--- config.mk ---
export PLATFORM = sky130hd
export DESIGN_NAME = prw_col_cell
export DESIGN_NICKNAME = d
export VERILOG_FILES = /design/src/design/prw_pkg.sv /design/src/design/prw_col_cell.sv
export SDC_FILE = /design/constraint.sdc
export NUM_CORES = 1
export LEC_CHECK = 0
export BUFFER_PORTS_ARGS = -buffer_cell sky130_fd_sc_hd__buf_2
export CORE_MARGIN = 1
export CORE_UTILIZATION = 44
export DETAILED_ROUTE_END_ITERATION = 8
export PLACE_DENSITY = 0.86
export RECOVER_POWER = 25
export SLEW_MARGIN = 20
export SYNTH_ARGS = -nofsm -noshare
export SYNTH_HDL_FRONTEND = slang
export SYNTH_SLANG_ARGS = --single-unit
--- constraint.sdc ---
create_clock -name clk -period 0.8 [get_ports clk]
set_input_delay 0.04 -clock clk [delete_from_list [all_inputs] [get_ports clk]]
set_output_delay 0.04 -clock clk [all_outputs]
set_load 0.02 [all_outputs]
--- src/design/prw_pkg.sv ---
// shared types, constants and helpers for the prewitt edge threshold block
package prw_pkg;

    // pixel and geometry widths
    localparam int PIX_W      = 8;
    localparam int DIM_W      = 11;
    localparam int THR_W      = 9;
    localparam int POS_W      = 10;
    localparam int MAX_WIDTH  = 1024;
    localparam int MAX_HEIGHT = 1024;
    localparam int COL_W      = $clog2(MAX_WIDTH);
    localparam int ROW_W      = $clog2(MAX_HEIGHT);
    localparam int WIDE_W     = (COL_W > ROW_W) ? COL_W : ROW_W;
    localparam int CMP_W      = ((WIDE_W > DIM_W) ? WIDE_W : DIM_W) + 1;
    localparam int SUM_W      = PIX_W + 2;
    localparam int NUM_CELLS  = 2;

    // configuration port
    localparam int PADDR_W = 4;
    localparam int PDATA_W = 32;
    localparam logic [DIM_W-1:0] WIDTH_RESET     = DIM_W'(1024);
    localparam logic [DIM_W-1:0] HEIGHT_RESET    = DIM_W'(1024);
    localparam logic [THR_W-1:0] THRESHOLD_RESET = '0;

    typedef enum logic [1:0] {
        REG_IMAGE_WIDTH    = 2'd0,
        REG_IMAGE_HEIGHT   = 2'd1,
        REG_EDGE_THRESHOLD = 2'd2
    } reg_idx_t;

    // one column of the 3x3 window
    typedef struct packed {
        logic [PIX_W-1:0] top;
        logic [PIX_W-1:0] mid;
        logic [PIX_W-1:0] bot;
    } pix_col_t;

    // full window, left is column c-2, right is the incoming column
    typedef struct packed {
        pix_col_t left;
        pix_col_t center;
        pix_col_t right;
    } win_t;

    // position info that travels with a window
    typedef struct packed {
        logic             produce;
        logic [POS_W-1:0] row;
        logic [POS_W-1:0] col;
        logic             last;
    } pos_t;

    // one result transaction
    typedef struct packed {
        logic             edge_res;
        logic [POS_W-1:0] center_row;
        logic [POS_W-1:0] center_col;
        logic             frame_end;
    } res_t;

    // clamp an image dimension to 3..maxv
    function automatic logic [CMP_W-1:0] clamp_dim(logic [DIM_W-1:0] v,
                                                   logic [CMP_W-1:0] maxv);
        logic [CMP_W-1:0] ve;
        ve = CMP_W'(v);
        if (ve < CMP_W'(3))
            return CMP_W'(3);
        else if (ve > maxv)
            return maxv;
        else
            return ve;
    endfunction

endpackage

--- src/design/prw_col_cell.sv ---
// one window column cell, shifts toward its neighbor on each pixel
module prw_col_cell
(
    input  logic              clk,
    input  logic              rst_n,
    input  logic              shift_en,
    input  prw_pkg::pix_col_t col_in,
    output prw_pkg::pix_col_t col_out
);

    prw_pkg::pix_col_t col_reg;

    assign col_out = col_reg;

    always_ff @(posedge clk or negedge rst_n)
    begin
        if (!rst_n)
            col_reg <= '0;
        else if (shift_en)
            col_reg <= col_in;
    end

endmodule

## Word-level counts from Yosys, hierarchy flattened

Cells that the tools add are included.

| word-level totals | value |
|---|---|
| register bits | 24 |
| input port bits | 27 |
| output and inout port bits | 24 |

## Depth between registers and ports, before layout

| logic depth | value |
|---|---|
| depth after elaboration | 0 |
| mapped depth | 3 |
| depth with buffers taken out | 1 |

## Worst setup path after synthesis

No wires, ideal clock.

| timing path | value |
|---|---|
| path kind | register to register |
| start | register, netlist name col_out[0] |
| end | register col_reg, in the netlist col_out[0] |
| setup time | 125 ps |
| arrival | 710 ps |
| setup slack | -35 ps |
| cell stages (with the launch flop) | 2 |
| buffers on the path | 0 |
| period minus slack after synthesis | 835 ps |
| path through | dfrtp_1 mux2_4 |

RTL lines:

| element | line | text |
|---|---|---|
| to (signal assigned) | prw_col_cell.sv:20 | `col_reg <= col_in;` |
| to (decl) | prw_col_cell.sv:11 | `prw_pkg::pix_col_t col_reg;` |

## Final worst setup path

| timing path | value |
|---|---|
| start | register col_reg, in the netlist col_out[5] |
| end | output port col_out[5] in the netlist's numbering |

RTL lines:

| element | line | text |
|---|---|---|
| to (decl) | prw_col_cell.sv:8 | `output prw_pkg::pix_col_t col_out` |

No word-level cell between the ends.

==> flow_metrics.env <==
export IMPL_synth_top_area_cell="dfrtp_1"
export IMPL_fin_skew_ns=0
export IMPL_insertion_delay_ns=0.30
export IMPL_crit_family="flip-flops"
export IMPL_synthTopCellsByCount="dfrtp_1, mux2_4, mux2_2, buf_12, buf_6"
export IMPL_leakagePower_uw=0.0008406
export IMPL_rows=16
export IMPL_rsz0062_at_grt="yes"
export IMPL_areaGrowthSynthToFinish_pct=75.41
export IMPL_crit_buf_inv=1
export IMPL_crit_required_ns=0.76
export IMPL_fp_dieH_um=49.61
export IMPL_via_per_inst=4.522
export IMPL_synth_edf_count=0
export IMPL_synth_area_leaders="dfrtp_1, mux2_4, mux2_2"
export IMPL_fin_crit_sh_pct=115.4
export IMPL_synth_ff_latch_count=24
export IMPL_antenna_found_initial=0
export IMPL_clockBufferDepth=2
export IMPL_dpl_cell_count=128
export IMPL_syn_nets=78
export IMPL_r2r_start="col_out[20]"
export IMPL_ys_seq_area_share_pct=60.23
export IMPL_path_cells="buf_6"
export IMPL_dieWidth_um=49.61
export IMPL_clock_root_buffer="clkbuf_4"
export IMPL_drv_cap=0
export IMPL_register_area_um2=630.6
export IMPL_final_nets=159
export IMPL_endpoint_kind="output pin"
export IMPL_post_drt_wl_per_cell_um=15.01
export IMPL_avgSynthCellArea_um2=19.55
export IMPL_core_area_um2=2042
export IMPL_syn_instance_count=51
export IMPL_worstPathArrival_ns=0.88
export IMPL_diodes=0
export IMPL_worst_pin_slew_ns=0.5509
export IMPL_crit_fanout=2
export IMPL_synth_most_common_cell="dfrtp_1"
export IMPL_initial_core_util_pct=48.84
export IMPL_synthArstFlopShare_pct=100.0
export IMPL_hold_path_class="input pin to flip-flop"
export IMPL_netlist_area_um2=997.2
export IMPL_die_area_um2=2461
export IMPL_r2r_slack_ns=-0.11
export IMPL_fmaxAchievable_mhz=1083
export IMPL_h_tree_depth=1
export IMPL_final_cells=157
export IMPL_hold_end="col_out[23]"
export IMPL_r2r_end="col_out[20]"
export IMPL_grt_start_max_net_pins=25
export IMPL_yosys_warnings=0
export IMPL_worstRegToRegCells=2
export IMPL_finalCriticalPeriod_ns=0.9235
export IMPL_hold_depth=2
export IMPL_maxSlewViolCount=0
export IMPL_boundaryPins=51
export IMPL_synth_cell_types=5
export IMPL_routed_via_count=710
export IMPL_grt_pass1_vias=777
export IMPL_outcome="finished, violations left"
export IMPL_violations="setup timing"
export IMPL_power_density_nw_per_um2=1624
export IMPL_critPathLaunchType="flip-flop"
export IMPL_io_buffer_count=50
export IMPL_slew_headroom_pct=63.27
export IMPL_drtIter0Drc=6
export IMPL_multiInputGateArea_um2=352.8
export IMPL_tns_ns=-2.717
export IMPL_hold_viol=0
export IMPL_cts_sinks=24
export IMPL_cts_clk_slew_worst_paths_ns=0.12
export IMPL_drc=0
export IMPL_slowest_delay_ns=0.44
export IMPL_grt_usage_pct=21.28
export IMPL_cts_tree="done"
export IMPL_drtPass1Iterations=4
export IMPL_drive_gt1_share_pct=80.77
export IMPL_largest_reg_flops=24
export IMPL_cpMaxStageDelayCell="dfrtp_2"
export IMPL_path_class="flip-flop to output pin"
export IMPL_place_gp_congestion=0.7121
export IMPL_postLayoutSetupSlackWorst_ns=-0.1235
export IMPL_antenna_left=0
export IMPL_cts_made_buffers=3
export IMPL_setup_viol=35
export IMPL_synthFlopType="dfrtp_1"
export IMPL_dp_worst_setup_slack_ns=-0.04935
export IMPL_postRouteWirelength_um=2356
export IMPL_grt_pass1_wl_um=3808
export IMPL_crit_path_start="col_out[5]"
export IMPL_holdCritStartpoint="shift_en"
export IMPL_overflow=0
export IMPL_irDropWorstVdd_mv=1.344
export IMPL_num_fill_cells=93
export IMPL_synth_top_area_share_pct=60.23
-- kinds of logic after synthesis --
| logic type | Yosys count | share of synthesized area (%) |
|---|---|---|
| multiplexers | 24 | 34.63 |
| flip-flops | 24 | 60.23 |
| buffers and inverters | 3 | 5.144 |
-- worst max-delay path by stage --
stage / slack [ns] / cells past startpoint / end
finish: -0.12 / 1 / col_out[5]
global route: -0.16 / 1 / col_out[5]
CTS: -0.12 / 1 / col_out[5]
detailed placement: -0.05 / 3 / col_out[6]
global placement: -0.02 / 3 / col_out[0]
floorplan: -0.02 / 1 / col_out[0]
-- cell usage in the layout, fill, tap and decap left out --
cell type / synthesis / final
dlygate4sd3_1: 0 / 25
buf_2: 0 / 25
buf_6: 1 / 25
dfrtp_2: 0 / 24
mux2_4: 20 / 22
clkbuf_4: 0 / 3
mux2_2: 4 / 2
buf_12: 2 / 2
clkbuf_2: 0 / 1
buf_4: 0 / 1
-- through the flow --
step                      total power [µW]  utilization, %  cell area (µm²)  hold slack, ns
final                                 2841           85.66             1749          0.1306
after global routing                  2972           85.66             1749          0.1219
after CTS                             2838           85.29             1742          0.1132
after detailed placement              2067           64.03             1308         0.04436
after global placement                2051           64.03             1308         0.03332
after floorplan                       1837               -             1027         -0.2556
-- routing by layer --
layer	vias up	part of all wire (%)	track usage [%]
met5	-	0	0
met4	0	0.98	5.714
met3	2	3.0	2.778
met2	20	59	40.32
met1	353	37	24.70
li1	335	-	-
-- timing repair --
| action | CTS | global route |
|---|---|---|
| gates resized for setup | 49 | 2 |
| endpoints found under the hold margin | 48 | 0 |
| hold buffers | 25 | 0 |
| setup buffers | 1 | 0 |
| setup endpoints to repair | 25 | 47 |
-- where the power goes --
group | switching [µW] | internal [µW] | total, µW
Clock | 318 | 176 | 493
Sequential | 100 | 1360 | 1460
Combinational | 338 | 553 | 891
-- layout make-up --
cell class,instances,area share (%)
Clock buffer,3,1.288
Tap cell,27,1.931
Multi-Input combinational cell,24,20.17
Timing Repair Buffer,79,40.56
Sequential cell,24,36.05
(Power assumes the default switching activity.)
