$ cat src/design/prw_pkg.sv
// shared types, constants and helpers for the prewitt edge threshold block
package prw_pkg;

    // pixel and geometry widths
    localparam int PIX_W      = 8;
    localparam int DIM_W      = 11;
    localparam int THR_W      = 9;
    localparam int POS_W      = 10;
    localparam int MAX_WIDTH  = 1024;
    localparam int MAX_HEIGHT = 1024;
    localparam int COL_W      = $clog2(MAX_WIDTH);
    localparam int ROW_W      = $clog2(MAX_HEIGHT);
    localparam int WIDE_W     = (COL_W > ROW_W) ? COL_W : ROW_W;
    localparam int CMP_W      = ((WIDE_W > DIM_W) ? WIDE_W : DIM_W) + 1;
    localparam int SUM_W      = PIX_W + 2;
    localparam int NUM_CELLS  = 2;

    // configuration port
    localparam int PADDR_W = 4;
    localparam int PDATA_W = 32;
    localparam logic [DIM_W-1:0] WIDTH_RESET     = DIM_W'(1024);
    localparam logic [DIM_W-1:0] HEIGHT_RESET    = DIM_W'(1024);
    localparam logic [THR_W-1:0] THRESHOLD_RESET = '0;

    typedef enum logic [1:0] {
        REG_IMAGE_WIDTH    = 2'd0,
        REG_IMAGE_HEIGHT   = 2'd1,
        REG_EDGE_THRESHOLD = 2'd2
    } reg_idx_t;

    // one column of the 3x3 window
    typedef struct packed {
        logic [PIX_W-1:0] top;
        logic [PIX_W-1:0] mid;
        logic [PIX_W-1:0] bot;
    } pix_col_t;

    // full window, left is column c-2, right is the incoming column
    typedef struct packed {
        pix_col_t left;
        pix_col_t center;
        pix_col_t right;
    } win_t;

    // position info that travels with a window
    typedef struct packed {
        logic             produce;
        logic [POS_W-1:0] row;
        logic [POS_W-1:0] col;
        logic             last;
    } pos_t;

    // one result transaction
    typedef struct packed {
        logic             edge_res;
        logic [POS_W-1:0] center_row;
        logic [POS_W-1:0] center_col;
        logic             frame_end;
    } res_t;

    // clamp an image dimension to 3..maxv
    function automatic logic [CMP_W-1:0] clamp_dim(logic [DIM_W-1:0] v,
                                                   logic [CMP_W-1:0] maxv);
        logic [CMP_W-1:0] ve;
        ve = CMP_W'(v);
        if (ve < CMP_W'(3))
            return CMP_W'(3);
        else if (ve > maxv)
            return maxv;
        else
            return ve;
    endfunction

endpackage

$ cat src/design/prw_grad.sv
// prewitt sums, clamp, threshold and two-entry result buffer
module prw_grad
(
    input  logic                      clk,
    input  logic                      rst_n,
    input  logic                      in_accept,
    input  prw_pkg::win_t             win,
    input  prw_pkg::pos_t             pos,
    input  logic [prw_pkg::THR_W-1:0] threshold,
    output logic                      in_ready,
    output logic                      out_valid,
    input  logic                      out_ready,
    output prw_pkg::res_t             out_res
);

    localparam int DIFF_W = prw_pkg::SUM_W + 1;

    logic [prw_pkg::SUM_W-1:0]  left_sum;
    logic [prw_pkg::SUM_W-1:0]  right_sum;
    logic [prw_pkg::SUM_W-1:0]  up_sum;
    logic [prw_pkg::SUM_W-1:0]  down_sum;
    logic signed [DIFF_W-1:0]   gx_raw;
    logic signed [DIFF_W-1:0]   gy_raw;
    logic [prw_pkg::PIX_W-1:0]  gx;
    logic [prw_pkg::PIX_W-1:0]  gy;
    logic [prw_pkg::PIX_W:0]    g_sum;
    prw_pkg::res_t              new_res;
    logic                       push;
    logic                       pop;
    prw_pkg::res_t              head_reg;
    prw_pkg::res_t              skid_reg;
    logic                       head_valid_reg;
    logic                       skid_valid_reg;

    // clamp a signed difference to the byte range
    function automatic logic [prw_pkg::PIX_W-1:0] clamp_byte(logic signed [DIFF_W-1:0] v);
        if (v < 0)
            return '0;
        else if (v > DIFF_W'(255))
            return '1;
        else
            return v[prw_pkg::PIX_W-1:0];
    endfunction

    // column and row sums
    assign left_sum  = prw_pkg::SUM_W'(win.left.top) + prw_pkg::SUM_W'(win.left.mid)
                     + prw_pkg::SUM_W'(win.left.bot);
    assign right_sum = prw_pkg::SUM_W'(win.right.top) + prw_pkg::SUM_W'(win.right.mid)
                     + prw_pkg::SUM_W'(win.right.bot);
    assign up_sum    = prw_pkg::SUM_W'(win.left.top) + prw_pkg::SUM_W'(win.center.top)
                     + prw_pkg::SUM_W'(win.right.top);
    assign down_sum  = prw_pkg::SUM_W'(win.left.bot) + prw_pkg::SUM_W'(win.center.bot)
                     + prw_pkg::SUM_W'(win.right.bot);

    // gradients, clamped and compared
    assign gx_raw = $signed({1'b0, right_sum}) - $signed({1'b0, left_sum});
    assign gy_raw = $signed({1'b0, down_sum}) - $signed({1'b0, up_sum});
    assign gx     = clamp_byte(gx_raw);
    assign gy     = clamp_byte(gy_raw);
    assign g_sum  = {1'b0, gx} + {1'b0, gy};

    always_comb
    begin
        new_res.edge_res   = (g_sum > threshold);
        new_res.center_row = pos.row;
        new_res.center_col = pos.col;
        new_res.frame_end  = pos.last;
    end

    // buffer handshake
    assign push      = in_accept && pos.produce;
    assign pop       = head_valid_reg && out_ready;
    assign in_ready  = !skid_valid_reg;
    assign out_valid = head_valid_reg;
    assign out_res   = head_reg;

    // payload registers
    always_ff @(posedge clk)
    begin
        if (skid_valid_reg)
        begin
            if (pop)
                head_reg <= skid_reg;
        end
        else if (push)
        begin
            if (!head_valid_reg || pop)
                head_reg <= new_res;
            else
                skid_reg <= new_res;
        end
    end

    // occupancy
    always_ff @(posedge clk or negedge rst_n)
    begin
        if (!rst_n)
        begin
            head_valid_reg <= 1'b0;
            skid_valid_reg <= 1'b0;
        end
        else if (skid_valid_reg)
        begin
            if (pop)
                skid_valid_reg <= 1'b0;
        end
        else if (push)
        begin
            if (head_valid_reg && !pop)
                skid_valid_reg <= 1'b1;
            head_valid_reg <= 1'b1;
        end
        else if (pop)
        begin
            head_valid_reg <= 1'b0;
        end
    end

endmodule

$ cat config.mk
export PLATFORM = sky130hd
export DESIGN_NAME = prw_grad
export DESIGN_NICKNAME = d
export VERILOG_FILES = /design/src/design/prw_pkg.sv /design/src/design/prw_grad.sv
export SDC_FILE = /design/constraint.sdc
export NUM_CORES = 1
export LEC_CHECK = 0
export BUFFER_PORTS_ARGS = -buffer_cell sky130_fd_sc_hd__buf_2
export CORE_MARGIN = 2
export CORE_UTILIZATION = 49
export DETAILED_ROUTE_END_ITERATION = 7
export PLACE_DENSITY = 0.88
export SLEW_MARGIN = 20
export SYNTH_ARGS = -nofsm -noshare
export SYNTH_HDL_FRONTEND = slang
export SYNTH_SLANG_ARGS = --single-unit
$ cat constraint.sdc
create_clock -name clk -period 2.7 [get_ports clk]
set_input_delay 0.27 -clock clk [delete_from_list [all_inputs] [get_ports clk]]
set_output_delay 0.27 -clock clk [all_outputs]
set_load 0.05 [all_outputs]
### Word-level counts from Yosys, hierarchy flattened

Index checks and enable logic that the tools add are counted.
W data, S select, Z words.

* register bits after elaboration: 46
* input port bits: 107
* logic and storage cells: 56

* add/sub/neg operators: 11
* order comparisons: 5
* equal/unequal tests: 1
* muxes and demuxes: 14
* bitwise operators: 2
* reduce and logical (&&, ||, !) cells: 13

Operator list (number)
* $mux W22: 4
* $add A8 B8 Y9: 5
* $add A9 B8 Y10: 4
* $mux W8: 4
* $gt A11 B9 Y1 const B: 2
* $lt A11 B1 Y1 const B: 2
* $sub A10 B10 Y11: 2
* $gt A9 B9 Y1: 1
* $mux W1: 6
* $reduce_and A3 Y1: 2
* $reduce_bool A2 Y1: 3
* $logic_and A1 B1 Y1: 3
* $logic_not A1 Y1: 3
* $ne A2 B2 Y1 const B: 1
* $not A1 Y1: 2
* $reduce_and A2 Y1: 1
* $logic_or A1 B1 Y1: 1

### Logic depth before layout (Yosys ltp)

Gate-level depths: netlist of the first run.

* word-level depth: 11
* mapped depth: 30
* gate-level depth less buffers: 29

### Worst setup path after synthesis of the first run

OpenSTA, ideal clock, no wires.

* path kind: input port to flip-flop
* from: input win[25] in the netlist's numbering
* to: register head_reg, in the netlist out_res[21] (data pin)
* library setup time: 284 ps
* arrival time: 5830 ps
* required time: 2416 ps
* path slack: -3414 ps
* cell stages on the path: 29
* buffers on the path: 0
* cell sequence: inv_1 > fa_1 > inv_1 > fa_1 > inv_1 > fa_1 > inv_1 > ha_1 > fa_1 > a211oi_2 > o21bai_1 > a21o_1 > a211o_1 > a221oi_4 > a21o_1 > ha_1 > inv_1 > fa_1 > inv_1 > a21o_1 > a21oi_1 > o21bai_1 > a21oi_1 > xnor2_1 > ha_1 > nand4_1 > nor3_1 > a21o_1 > a31oi_1

* longest elaborated chain between the ends: 11

RTL lines
* start, declared: line prw_grad.sv:7 `input prw_pkg::win_t win,`
* $add A8 B8 Y9 (*): line prw_grad.sv:52 `assign down_sum = prw_pkg::SUM_W'(win.left.bot) + prw_pkg::SUM_W'(win.center.bot)`
* $add A9 B8 Y10 (*): line prw_grad.sv:53 `+ prw_pkg::SUM_W'(win.right.bot);`
* $sub A10 B10 Y11 (*): line prw_grad.sv:57 `assign gy_raw = $signed({1'b0, down_sum}) - $signed({1'b0, up_sum});`
* $gt A11 B9 Y1: line prw_grad.sv:39 `else if (v > DIFF_W'(255))`
* $mux W8: line prw_grad.sv:39
* $mux W8 (*): line prw_grad.sv:37 `if (v < 0)`
* $add A8 B8 Y9 (*): line prw_grad.sv:60 `assign g_sum = {1'b0, gx} + {1'b0, gy};`
* $gt A9 B9 Y1 (*): line prw_grad.sv:64 `new_res.edge_res = (g_sum > threshold);`
* $mux W22 (*): line prw_grad.sv:87 `if (!head_valid_reg || pop)`
* $mux W22 (*): line prw_grad.sv:85 `else if (push)`
* $mux W22 (*): line prw_grad.sv:80 `if (skid_valid_reg)`
* end signal, assigned: line prw_grad.sv:83 `head_reg <= skid_reg;`
* end signal, assigned: line prw_grad.sv:88 `head_reg <= new_res;`
* end, declared: line prw_grad.sv:30 `prw_pkg::res_t head_reg;`

Mark *: on every way between the ends. The rest lies on a longest branch, timed or not. The select of a mux whose other input is x is not followed.
A chain may end at the register's enable or synchronous reset.

### Final worst setup path of the first run

* from: input win[65] in the netlist's numbering
* to: register head_reg, in the netlist out_res[21] (data pin)

* longest elaborated chain between the ends: 11

RTL lines (line)
* $add A8 B8 Y9 (on tied branches): prw_grad.sv:46, prw_grad.sv:50
* $add A9 B8 Y10 (on tied branches): prw_grad.sv:47, prw_grad.sv:51
* $sub A10 B10 Y11 (on tied branches): prw_grad.sv:56, prw_grad.sv:57
* $gt A11 B9 Y1: prw_grad.sv:39
* $mux W8: prw_grad.sv:39
* $mux W8: prw_grad.sv:37
* $add A8 B8 Y9 (*): prw_grad.sv:60
* $gt A9 B9 Y1 (*): prw_grad.sv:64
* $mux W22 (*): prw_grad.sv:87
* $mux W22 (*): prw_grad.sv:85
* $mux W22 (*): prw_grad.sv:80

Marks and branches as above.

==> results by group, run 1 <==
STA
  • Hold Fails Final Rpt: 0
  • Final setup margin: -3220 ps
  • Min Tclk post-route: 5920 ps
  • Clk_skew: 4.89 ps
  • Final setup viols: 2
  • F_max: 0.169 GHz
  • Rel. slew slack: 67.9%
  • Max-slew violations: 0
  • Unrepaired setup endpoints after global routing: true
  • Worst-margin pin slew: 482 ps
  • Final period utilization: 219%

Pwr
  • Lkg Pwr: 3.31 nW
  • Internal cell power: 0.00495 W
  • Clock share of power: 5.4%
  • Total power: 0.00918 W
  • Worst IR Drop VDD: 838 uV
  • PwrDens: 1450 mW/mm^2
  • Comb power frac: 83.0%
  • Sw Ratio: 46.1%
  • Reg power frac: 11.6%
  • Psw: 0.00424 W

Yosys
  • Synth cell types: 40
  • Netlist Area Pre-Place: 0.00482 mm^2
  • Async set or reset register ratio after synthesis: 4.35%
  • Seq/Total Area, Yosys: 28.5%
  • Syn Nets: 658
  • Mapped Cells: 447
  • Register bit total from synthesis: 46
  • Top_reg_cell synth: edfxtp_1
  • Number of synthesized flops with an enable pin: 44
  • Ys Warns: 0
  • Synthesized area per cell: 10.8 um^2

Global route
  • Initial antenna violation count: 0
  • Vias in the first global route: 4344
  • First-pass GRT wire length: 18.5 mm
  • Pin count of the biggest net entering global routing: 19
  • GRT overflow: 0
  • Tot GR Track Use: 22.2%

Final layout
  • Most frequent cells in the layout: inv_1 (135), buf_2 (121), buf_4 (67)
  • Nets@finish: 854
  • Multi-input gate area: 0.00300 mm^2
  • Fin cells: 777
  • FF/Latch Area: 0.00137 mm^2
  • FILL cells: 738
  • Area grow syn2layout: 31.9%
  • Commonest non-fill, non-tap cell in the layout: inv_1
  • Antenna cells: 0
  • Layout cells sized above 1: 39.4%

Clock tree
  • Clk pin slew, worst setup/hold paths: 80 ps
  • H-Tree Level Count: 2
  • CTS tree: built
  • Clk sinks: 46
  • Clock Latency Late Sink: 290 ps
  • Max Root-Sink Buffers: 2
  • Root buf cell: clkbuf_8
  • Num CTS Buffers: 5

Worst setup path
  • Critical Path AT: 5960 ps
  • Critical Path Start Type: primary input
  • Slowest cell on the critical path: fa_1
  • Crit-path max FO: 7
  • Critical path's largest stage delay: 520 ps
  • Critical path data required time: 2740 ps
  • Crit path top cell by count: a21o_1
  • Kind of critical path: primary input to flip-flop
  • Critical path capture point type: flip-flop

Drt
  • Routed vias: 3930
  • Post-DR wirelength/cell: 14.6 um
  • Post-Route WL: 11.3 mm
  • DR iter-0 viols: 202
  • DRC Markers: 0
  • TritonRoute pass-1 iters: 4
  • Vias per cell: 5.06
  • ANT nets after route: 0

Place
  • Count of placed standard cells including taps: 754
  • IO buf count: 122
  • HPWL Detailed: 9.20 mm
  • GP Congestion: 0.871

Worst hold path
  • HP Class: primary input to flip-flop

Die
  • IO Pins: 131
  • Starting density of the core: 50.0%
  • Die ar.: 0.0106 mm^2
  • DIE WIDTH: 103 um
  • Core box area: 0.00964 mm^2
  • Die height: 103 um
  • Cell row count: 36

Run
  • Max Cap Viol: 0

Run status
  • Status: finished, violations left
  • Failing checks: setup timing
## Yosys cell counts (2+ instances only)
master / count / area [um^2]
o21bai_1: 5 / 37.5
a31oi_1: 2 / 12.5
o21ai_0: 9 / 45.0
a21o_1: 19 / 143
inv_1: 140 / 526
o21a_1: 4 / 30.0
mux2_2: 21 / 236
a21oi_2: 2 / 17.5
nand3_1: 2 / 10.0
nor3_1: 4 / 20.0
a21oi_1: 23 / 115
edfxtp_1: 44 / 1320
clkbuf_1: 2 / 7.51
dfrtp_1: 2 / 50.1
a211o_1: 2 / 17.5
xnor2_1: 11 / 96.3
xor2_1: 8 / 70.1
a211oi_1: 5 / 37.5
nor2_1: 9 / 33.8
fa_1: 65 / 1300
nand2_1: 7 / 26.3
ha_1: 39 / 488
o21ai_1: 5 / 25.0
## power groups by stage
stage / Sequential, W / Combinational (W) / Clock, W
6_report: 0.00107 / 0.00763 / 0.000493
5_1_grt: 0.00108 / 0.00833 / 0.000534
4_1_cts: 0.00107 / 0.00722 / 0.000501
3_5_place_dp: 0.00108 / 0.00672 / 0
3_3_place_gp: 0.00107 / 0.00640 / 0
2_1_floorplan: 0.00139 / 0.00427 / 0
## metrics by stage
step	utilization [%]	cell area [um^2]	setup slack, ps	TNS, ps	hold slack (ps)
after floorplan	-	4880	-3050	-6200	-25.6
after global placement	63.1	6080	-3230	-6420	55.1
after detailed placement	63.1	6080	-3500	-6970	57.8
after CTS	65.6	6320	-3050	-6060	156
after global routing	65.9	6350	-3440	-6850	145
final	65.9	6350	-3220	-6420	161
## timing repair
action,in CTS,in global routing
pin swaps,31,4
hold buffers,1,0
setup buffers,10,4
gates resized for setup,16,1
hold endpoints to repair,2,0
setup endpoints to repair,2,2
## logic make-up after synthesis
logic type | after synthesis | synth area share (%)
AND/OR/NAND/NOR | 28 | 2.73
flip-flops | 46 | 28.5
multiplexers | 21 | 4.91
adder cells (fa/ha/maj) | 104 | 37.2
AO/OA/AOI/OAI | 85 | 12.0
XOR/XNOR | 19 | 3.46
buffers and inverters | 144 | 11.2
## path summary, 6_finish.rpt
kind | to | from | cells past startpoint | slack, ps
hold / removal | skid_reg[12] | pos[12] | 1 | 160
max in group asynchronous | out_valid | rst_n | 2 | 2320
setup / recovery | out_res[21] | win[65] | 29 | -3220
min in group asynchronous | skid_valid_reg | rst_n | 2 | 290
hold reg to reg | out_res[18] | skid_reg[18] | 1 | 550
setup reg to reg | skid_reg[0] | skid_valid_reg | 4 | 660
## critical path: cells and delay by family
| kind | cells | cell delay, ps |
|---|---|---|
| adders and majority gates | 7 | 2600 |
| AOI/OAI and AO/OA | 13 | 2160 |
| buffers and inverters | 7 | 670 |
| and+or+nand+nor | 2 | 290 |
## per-layer routing
layer | vias to the layer above | GRT usage [%] | part of all wire [%]
met4 | 0 | 8.70 | 3.4
met2 | 147 | 42.4 | 55
li1 | 1828 | - | -
met1 | 1917 | 24.9 | 37
met3 | 38 | 2.85 | 5.0
met5 | - | 0 | 0
## cell type report
type / instances / area share, %
Multi-Input combinational cell: 257 / 47.3
Sequential cell: 46 / 21.6
Timing Repair Buffer: 193 / 18.5
Inverter: 140 / 8.27
Tap cell: 133 / 2.62
Clock buffer: 6 / 1.14
Clock inverter: 2 / 0.591
No activity file was read; power rests on OpenSTA's default activity.
==> run 2: changes to the inputs <==
--- a/config.mk
+++ b/config.mk
@@ -14,3 +14,4 @@
 export SYNTH_ARGS = -nofsm -noshare
 export SYNTH_HDL_FRONTEND = slang
 export SYNTH_SLANG_ARGS = --single-unit
+export TNS_END_PERCENT = 30
==> results by group, run 2 (synthesis gave the netlist of run 1 again) <==
Drt
  • Post-Route WL: 11.2 mm
  • Post-DR wirelength/cell: 14.5 um
  • TritonRoute pass-1 iters: 5
  • DR iter-0 viols: 223
  • DRC Markers: 0
  • ANT nets after route: 0
  • Vias per cell: 5.02
  • Routed vias: 3867

Final layout
  • Area grow syn2layout: 30.9%
  • Commonest non-fill, non-tap cell in the layout: inv_1
  • Antenna cells: 0
  • Most frequent cells in the layout: inv_1 (136), buf_2 (121), fa_1 (62)
  • Layout cells sized above 1: 38.8%
  • Fin cells: 770
  • Nets@finish: 847
  • Fin area: 0.00631 mm^2

STA
  • Final setup TNS: -6370 ps
  • Final period utilization: 219%
  • Worst-margin pin slew: 485 ps
  • F_max: 0.169 GHz
  • Max-slew violations: 0
  • Rel. slew slack: 67.6%
  • Unrepaired setup endpoints after global routing: true
  • Worst Hold Slack: 164 ps
  • Final setup margin: -3200 ps
  • Hold Fails Final Rpt: 0
  • Clk_skew: 4.99 ps
  • Min Tclk post-route: 5900 ps
  • Final setup viols: 2

Clock tree
  • Num CTS Buffers: 5
  • Clk pin slew, worst setup/hold paths: 80 ps
  • Clk sinks: 46
  • Root buf cell: clkbuf_8
  • CTS tree: built
  • Max Root-Sink Buffers: 2
  • H-Tree Level Count: 2
  • Clock Latency Late Sink: 290 ps

Worst setup path
  • Crit-path max FO: 3
  • Critical path capture point type: flip-flop
  • Critical path data required time: 2740 ps
  • Crit path top cell by count: a21o_1
  • Slowest cell on the critical path: fa_1
  • Critical Path Start Type: primary input
  • Kind of critical path: primary input to flip-flop
  • Critical path's largest stage delay: 520 ps
  • Critical Path AT: 5940 ps

Die
  • Starting density of the core: 50.0%
  • Die height: 103 um
  • Die ar.: 0.0106 mm^2
  • DIE WIDTH: 103 um
  • Cell row count: 36
  • IO Pins: 131
  • Core box area: 0.00964 mm^2

Global route
  • Vias in the first global route: 4325
  • GRT overflow: 0
  • Initial antenna violation count: 0
  • Tot GR Track Use: 22.0%
  • Pin count of the biggest net entering global routing: 19
  • First-pass GRT wire length: 18.3 mm

Run status
  • Failing checks: setup timing
  • Status: finished, violations left

Pwr
  • PwrDens: 1420 mW/mm^2
  • Lkg Pwr: 3.27 nW
  • Total power: 0.00897 W
  • Worst IR Drop VDD: 710 uV

Place
  • Count of placed standard cells including taps: 754
  • IO buf count: 122
  • Area after DPL: 0.00608 mm^2
  • HPWL Detailed: 9.20 mm
  • GP Congestion: 0.871

Run
  • Max Cap Viol: 0

Worst hold path
  • HP Class: primary input to flip-flop
-- run 2: worst max-delay path: cells and delay by family --
kind	cells	cell delay, ps
AND/OR/NAND/NOR	2	320
AO/OA/AOI/OAI	12	1970
adder cells (fa/ha/maj)	8	2870
buffers and inverters	6	350
XOR/XNOR	1	140
-- run 2: path summary, 6_finish.rpt --
kind                                        to  slack [ps]  depth (start not counted)            from
worst max-delay path               out_res[21]       -3200                         29         win[65]
worst min-delay path               skid_reg[9]         160                          1          pos[9]
worst max register to register     skid_reg[0]         650                          4  skid_valid_reg
worst min register to register     out_res[18]         550                          1    skid_reg[18]
max in group asynchronous            out_valid        2310                          2           rst_n
min in group asynchronous       skid_valid_reg         290                          2           rst_n
-- run 2: layout make-up --
type	count	area [um^2]
clock buffer	6	72.6
clock inverter	2	37.5
fill	736	3330
inverter	140	526
multi-input combinational	257	3010
sequential	46	1370
tap	133	166
timing repair buffer	186	1120
-- run 2: routing by layer --
| metal | part of all wire, % | vias up | track usage [%] |
|---|---|---|---|
| met4 | 3.2 | 0 | 7.69 |
| met2 | 56 | 131 | 43.1 |
| met1 | 37 | 1895 | 24.2 |
| met3 | 4.4 | 34 | 2.71 |
| li1 | - | 1807 | - |
| met5 | 0 | - | 0 |
-- run 2: repair_timing --
item / 4_1_cts / 5_1_grt
hold endpoints to repair: 2 / 0
pin swaps: 29 / 0
buffers inserted: 7 / 0
hold buffers: 1 / 0
resized for setup: 15 / 4
setup endpoints to repair: 2 / 2
cloned: 0 / 0
-- run 2: power breakdown --
part / internal [W] / total (W) / leakage [nW] / switching [W]
clock: 0.000276 / 0.000493 / 0.0514 / 0.000217
sequential: 0.000993 / 0.00107 / 0.429 / 0.0000751
combinational: 0.00357 / 0.00741 / 2.79 / 0.00384
-- run 2: through the flow --
stage,setup WS (ps),utilization (%)
after floorplan,-3050,-
after global placement,-3230,63.1
after detailed placement,-3500,63.1
after CTS,-3050,65.3
after global routing,-3390,65.4
final,-3200,65.4
==> run 3: changes to the inputs <==
--- a/config.mk
+++ b/config.mk
@@ -5,11 +5,13 @@
 export SDC_FILE = /design/constraint.sdc
 export NUM_CORES = 1
 export LEC_CHECK = 0
+export ABC_AREA = 1
+export ABC_CLOCK_PERIOD_IN_PS = 5800
 export BUFFER_PORTS_ARGS = -buffer_cell sky130_fd_sc_hd__buf_2
 export CORE_MARGIN = 2
-export CORE_UTILIZATION = 49
+export CORE_UTILIZATION = 55
 export DETAILED_ROUTE_END_ITERATION = 7
-export PLACE_DENSITY = 0.88
+export PLACE_DENSITY = 0.92
 export SLEW_MARGIN = 20
 export SYNTH_ARGS = -nofsm -noshare
 export SYNTH_HDL_FRONTEND = slang
==> constraint.sdc (replaced) <==
create_clock -name clk -period 5.8 [get_ports clk]
set_input_delay 0.58 -clock clk [delete_from_list [all_inputs] [get_ports clk]]
set_output_delay 0.58 -clock clk [all_outputs]
set_load 0.05 [all_outputs]
==> results by group, run 3 <==
STA
  • Final setup viols: 0
  • Clk_skew: 11.9 ps
  • Min Tclk post-route: 5680 ps
  • Hold Fails Final Rpt: 0
  • Rel. slew slack: 30.6%
  • Final period utilization: 97.9%
  • Worst-margin pin slew: 1040 ps
  • Final setup margin: 124 ps
  • Max-slew violations: 0
  • F_max: 0.176 GHz

Die
  • DIE WIDTH: 100 um
  • Starting density of the core: 55.9%
  • Die height: 100 um
  • Die ar.: 0.0101 mm^2
  • IO Pins: 131
  • Cell row count: 35
  • Core box area: 0.00915 mm^2

Drt
  • ANT nets after route: 0
  • TritonRoute pass-1 iters: 5
  • Vias per cell: 4.90
  • DR iter-0 viols: 194
  • Routed vias: 4222
  • DRC Markers: 0
  • Post-Route WL: 10.8 mm
  • Post-DR wirelength/cell: 12.5 um

Pwr
  • PwrDens: 557 mW/mm^2
  • Comb power frac: 81.8%
  • Sw Ratio: 48.8%
  • Psw: 0.00173 W
  • Clock share of power: 6.4%
  • Reg power frac: 11.8%
  • Internal cell power: 0.00181 W
  • Lkg Pwr: 3.52 nW
  • Worst IR Drop VDD: 244 uV

Final layout
  • FILL cells: 631
  • FF/Latch Area: 0.00137 mm^2
  • Multi-input gate area: 0.00322 mm^2
  • Nets@finish: 960
  • Commonest non-fill, non-tap cell in the layout: inv_1
  • Antenna cells: 0
  • Fin util: 69.5%
  • Most frequent cells in the layout: inv_1 (184), nand2_1 (139), buf_2 (122)
  • Area grow syn2layout: 24.4%
  • Layout cells sized above 1: 28.0%

Worst setup path
  • Critical Path Start Type: primary input
  • Critical Path AT: 5690 ps
  • Critical path's largest stage delay: 540 ps
  • Critical path capture point type: flip-flop
  • Buf+Inv Stages, Crit Path: 9
  • Slowest cell on the critical path: fa_1
  • Critical path data required time: 5810 ps
  • Crit-path max FO: 3
  • Kind of critical path: primary input to flip-flop
  • CP delay by family, top: adder cells
  • Crit path top cell by count: inv_1

Yosys
  • Number of synthesized flops with an enable pin: 44
  • Synth area leaders: edfxtp_1 (26%), fa_1 (25%), inv_1 (14%)
  • Netlist Area Pre-Place: 0.00512 mm^2
  • Synthesized area per cell: 8.53 um^2
  • Top_reg_cell synth: edfxtp_1
  • Seq/Total Area, Yosys: 26.8%
  • Syn Nets: 811
  • Post-Synth Simple-Gate Area: 19.1%
  • Register bit total from synthesis: 46
  • Synth cell types: 30
  • Mapped Cells: 600
  • Complex-gate fraction of the synthesized area: 2.71%
  • Area fraction of the dominant cell type after synthesis: 25.8%
  • Main combinational cell family by area after synthesis: adder cells
  • Async set or reset register ratio after synthesis: 4.35%
  • Most frequent cell after synthesis: inv_1
  • Leading area contributor after synthesis: edfxtp_1
  • Post-synthesis adder-cell area fraction: 35.0%
  • Post-synth top cells: inv_1 (187), nand2_1 (147), fa_1 (65), edfxtp_1 (44), ha_1 (39)
  • Post-synthesis mux area share: 0%
  • Ys Warns: 0
  • Post-Synth XOR/XNOR Area: 2.05%

Global route
  • First-pass GRT wire length: 17.4 mm
  • Pin count of the biggest net entering global routing: 27
  • GRT overflow: 0
  • Vias in the first global route: 4297
  • Tot GR Track Use: 21.3%
  • Initial antenna violation count: 0

Clock tree
  • Num CTS Buffers: 5
  • Clk sinks: 46
  • H-Tree Level Count: 2
  • Clock Latency Late Sink: 290 ps
  • Cts hold-fix bufs: 0
  • Root buf cell: clkbuf_8
  • Clk pin slew, worst setup/hold paths: 80 ps
  • CTS tree: built
  • Max Root-Sink Buffers: 2

Place
  • IO buf count: 122
  • Pre-CTS setup slack: -224 ps
  • HPWL Detailed: 8.66 mm
  • GP Congestion: 0.888

Run
  • Max Cap Viol: 0

Run status
  • Status: completed

Worst hold path
  • HP Class: primary input to async pin
-- run 3: cell type report --
class / instances / share of cell area, %
well taps: 111 / 2.18
clock buffers: 6 / 1.14
repair buffers: 147 / 12.7
multi-input cells: 359 / 50.5
flip-flops and latches: 46 / 21.6
clock inverters: 2 / 0.590
inverters: 190 / 11.2
-- run 3: kinds of logic (layout without fill, tap and decap cells) --
logic type,after synthesis,in the layout
fa+ha+maj,104,104
xor+xnor,12,12
buf+inv,195,345
compound gates,25,25
flops,46,46
simple gates,218,218
-- run 3: per-layer routing --
layer / vias up / track usage (%) / wire length (um) / share of wire (%)
met5: - / 0 / 0 / 0
met4: 0 / 5.90 / 342 / 3.2
met3: 40 / 2.02 / 492 / 4.6
met2: 152 / 42.1 / 5870 / 55
met1: 1958 / 24.1 / 4050 / 38
li1: 2072 / - / - / -
-- run 3: worst paths after layout --
path / from / end / slack (ps) / cells after the start
setup / recovery: win[25] / out_res[21] / 120 / 33
hold / removal: rst_n / skid_valid_reg / 50 / 1
setup reg to reg: skid_valid_reg / out_res[7] / 3150 / 5
hold reg to reg: skid_reg[9] / out_res[9] / 520 / 2
max in group asynchronous: rst_n / out_valid / 5650 / 1
min in group clk: pos[1] / skid_reg[1] / 470 / 1
-- run 3: repair_timing --
action,CTS,global route
buffers inserted,0,1
gates resized for setup,0,39
setup endpoints to repair,0,2
hold endpoints to repair,0,0
-- run 3: metrics by stage --
step,area [um^2],cells,hold slack (ps),power (W),TNS [ps]
finish,6360,861,54.1,0.00354,0
detailed placement,6050,852,370,0.00298,-358
global placement,6050,852,369,0.00288,-99.1
floorplan,5120,600,284,0.00225,0
CTS,6160,860,52.1,0.00322,0
global route,6360,861,51.2,0.00394,-198
-- run 3: power by group through the flow --
stage | Clock, W | Combinational (W) | Sequential [W]
2_1_floorplan | 0 | 0.00177 | 0.000486
3_3_place_gp | 0 | 0.00246 | 0.000424
3_5_place_dp | 0 | 0.00256 | 0.000425
4_1_cts | 0.000228 | 0.00257 | 0.000418
5_1_grt | 0.000238 | 0.00328 | 0.000420
6_report | 0.000226 | 0.00290 | 0.000418
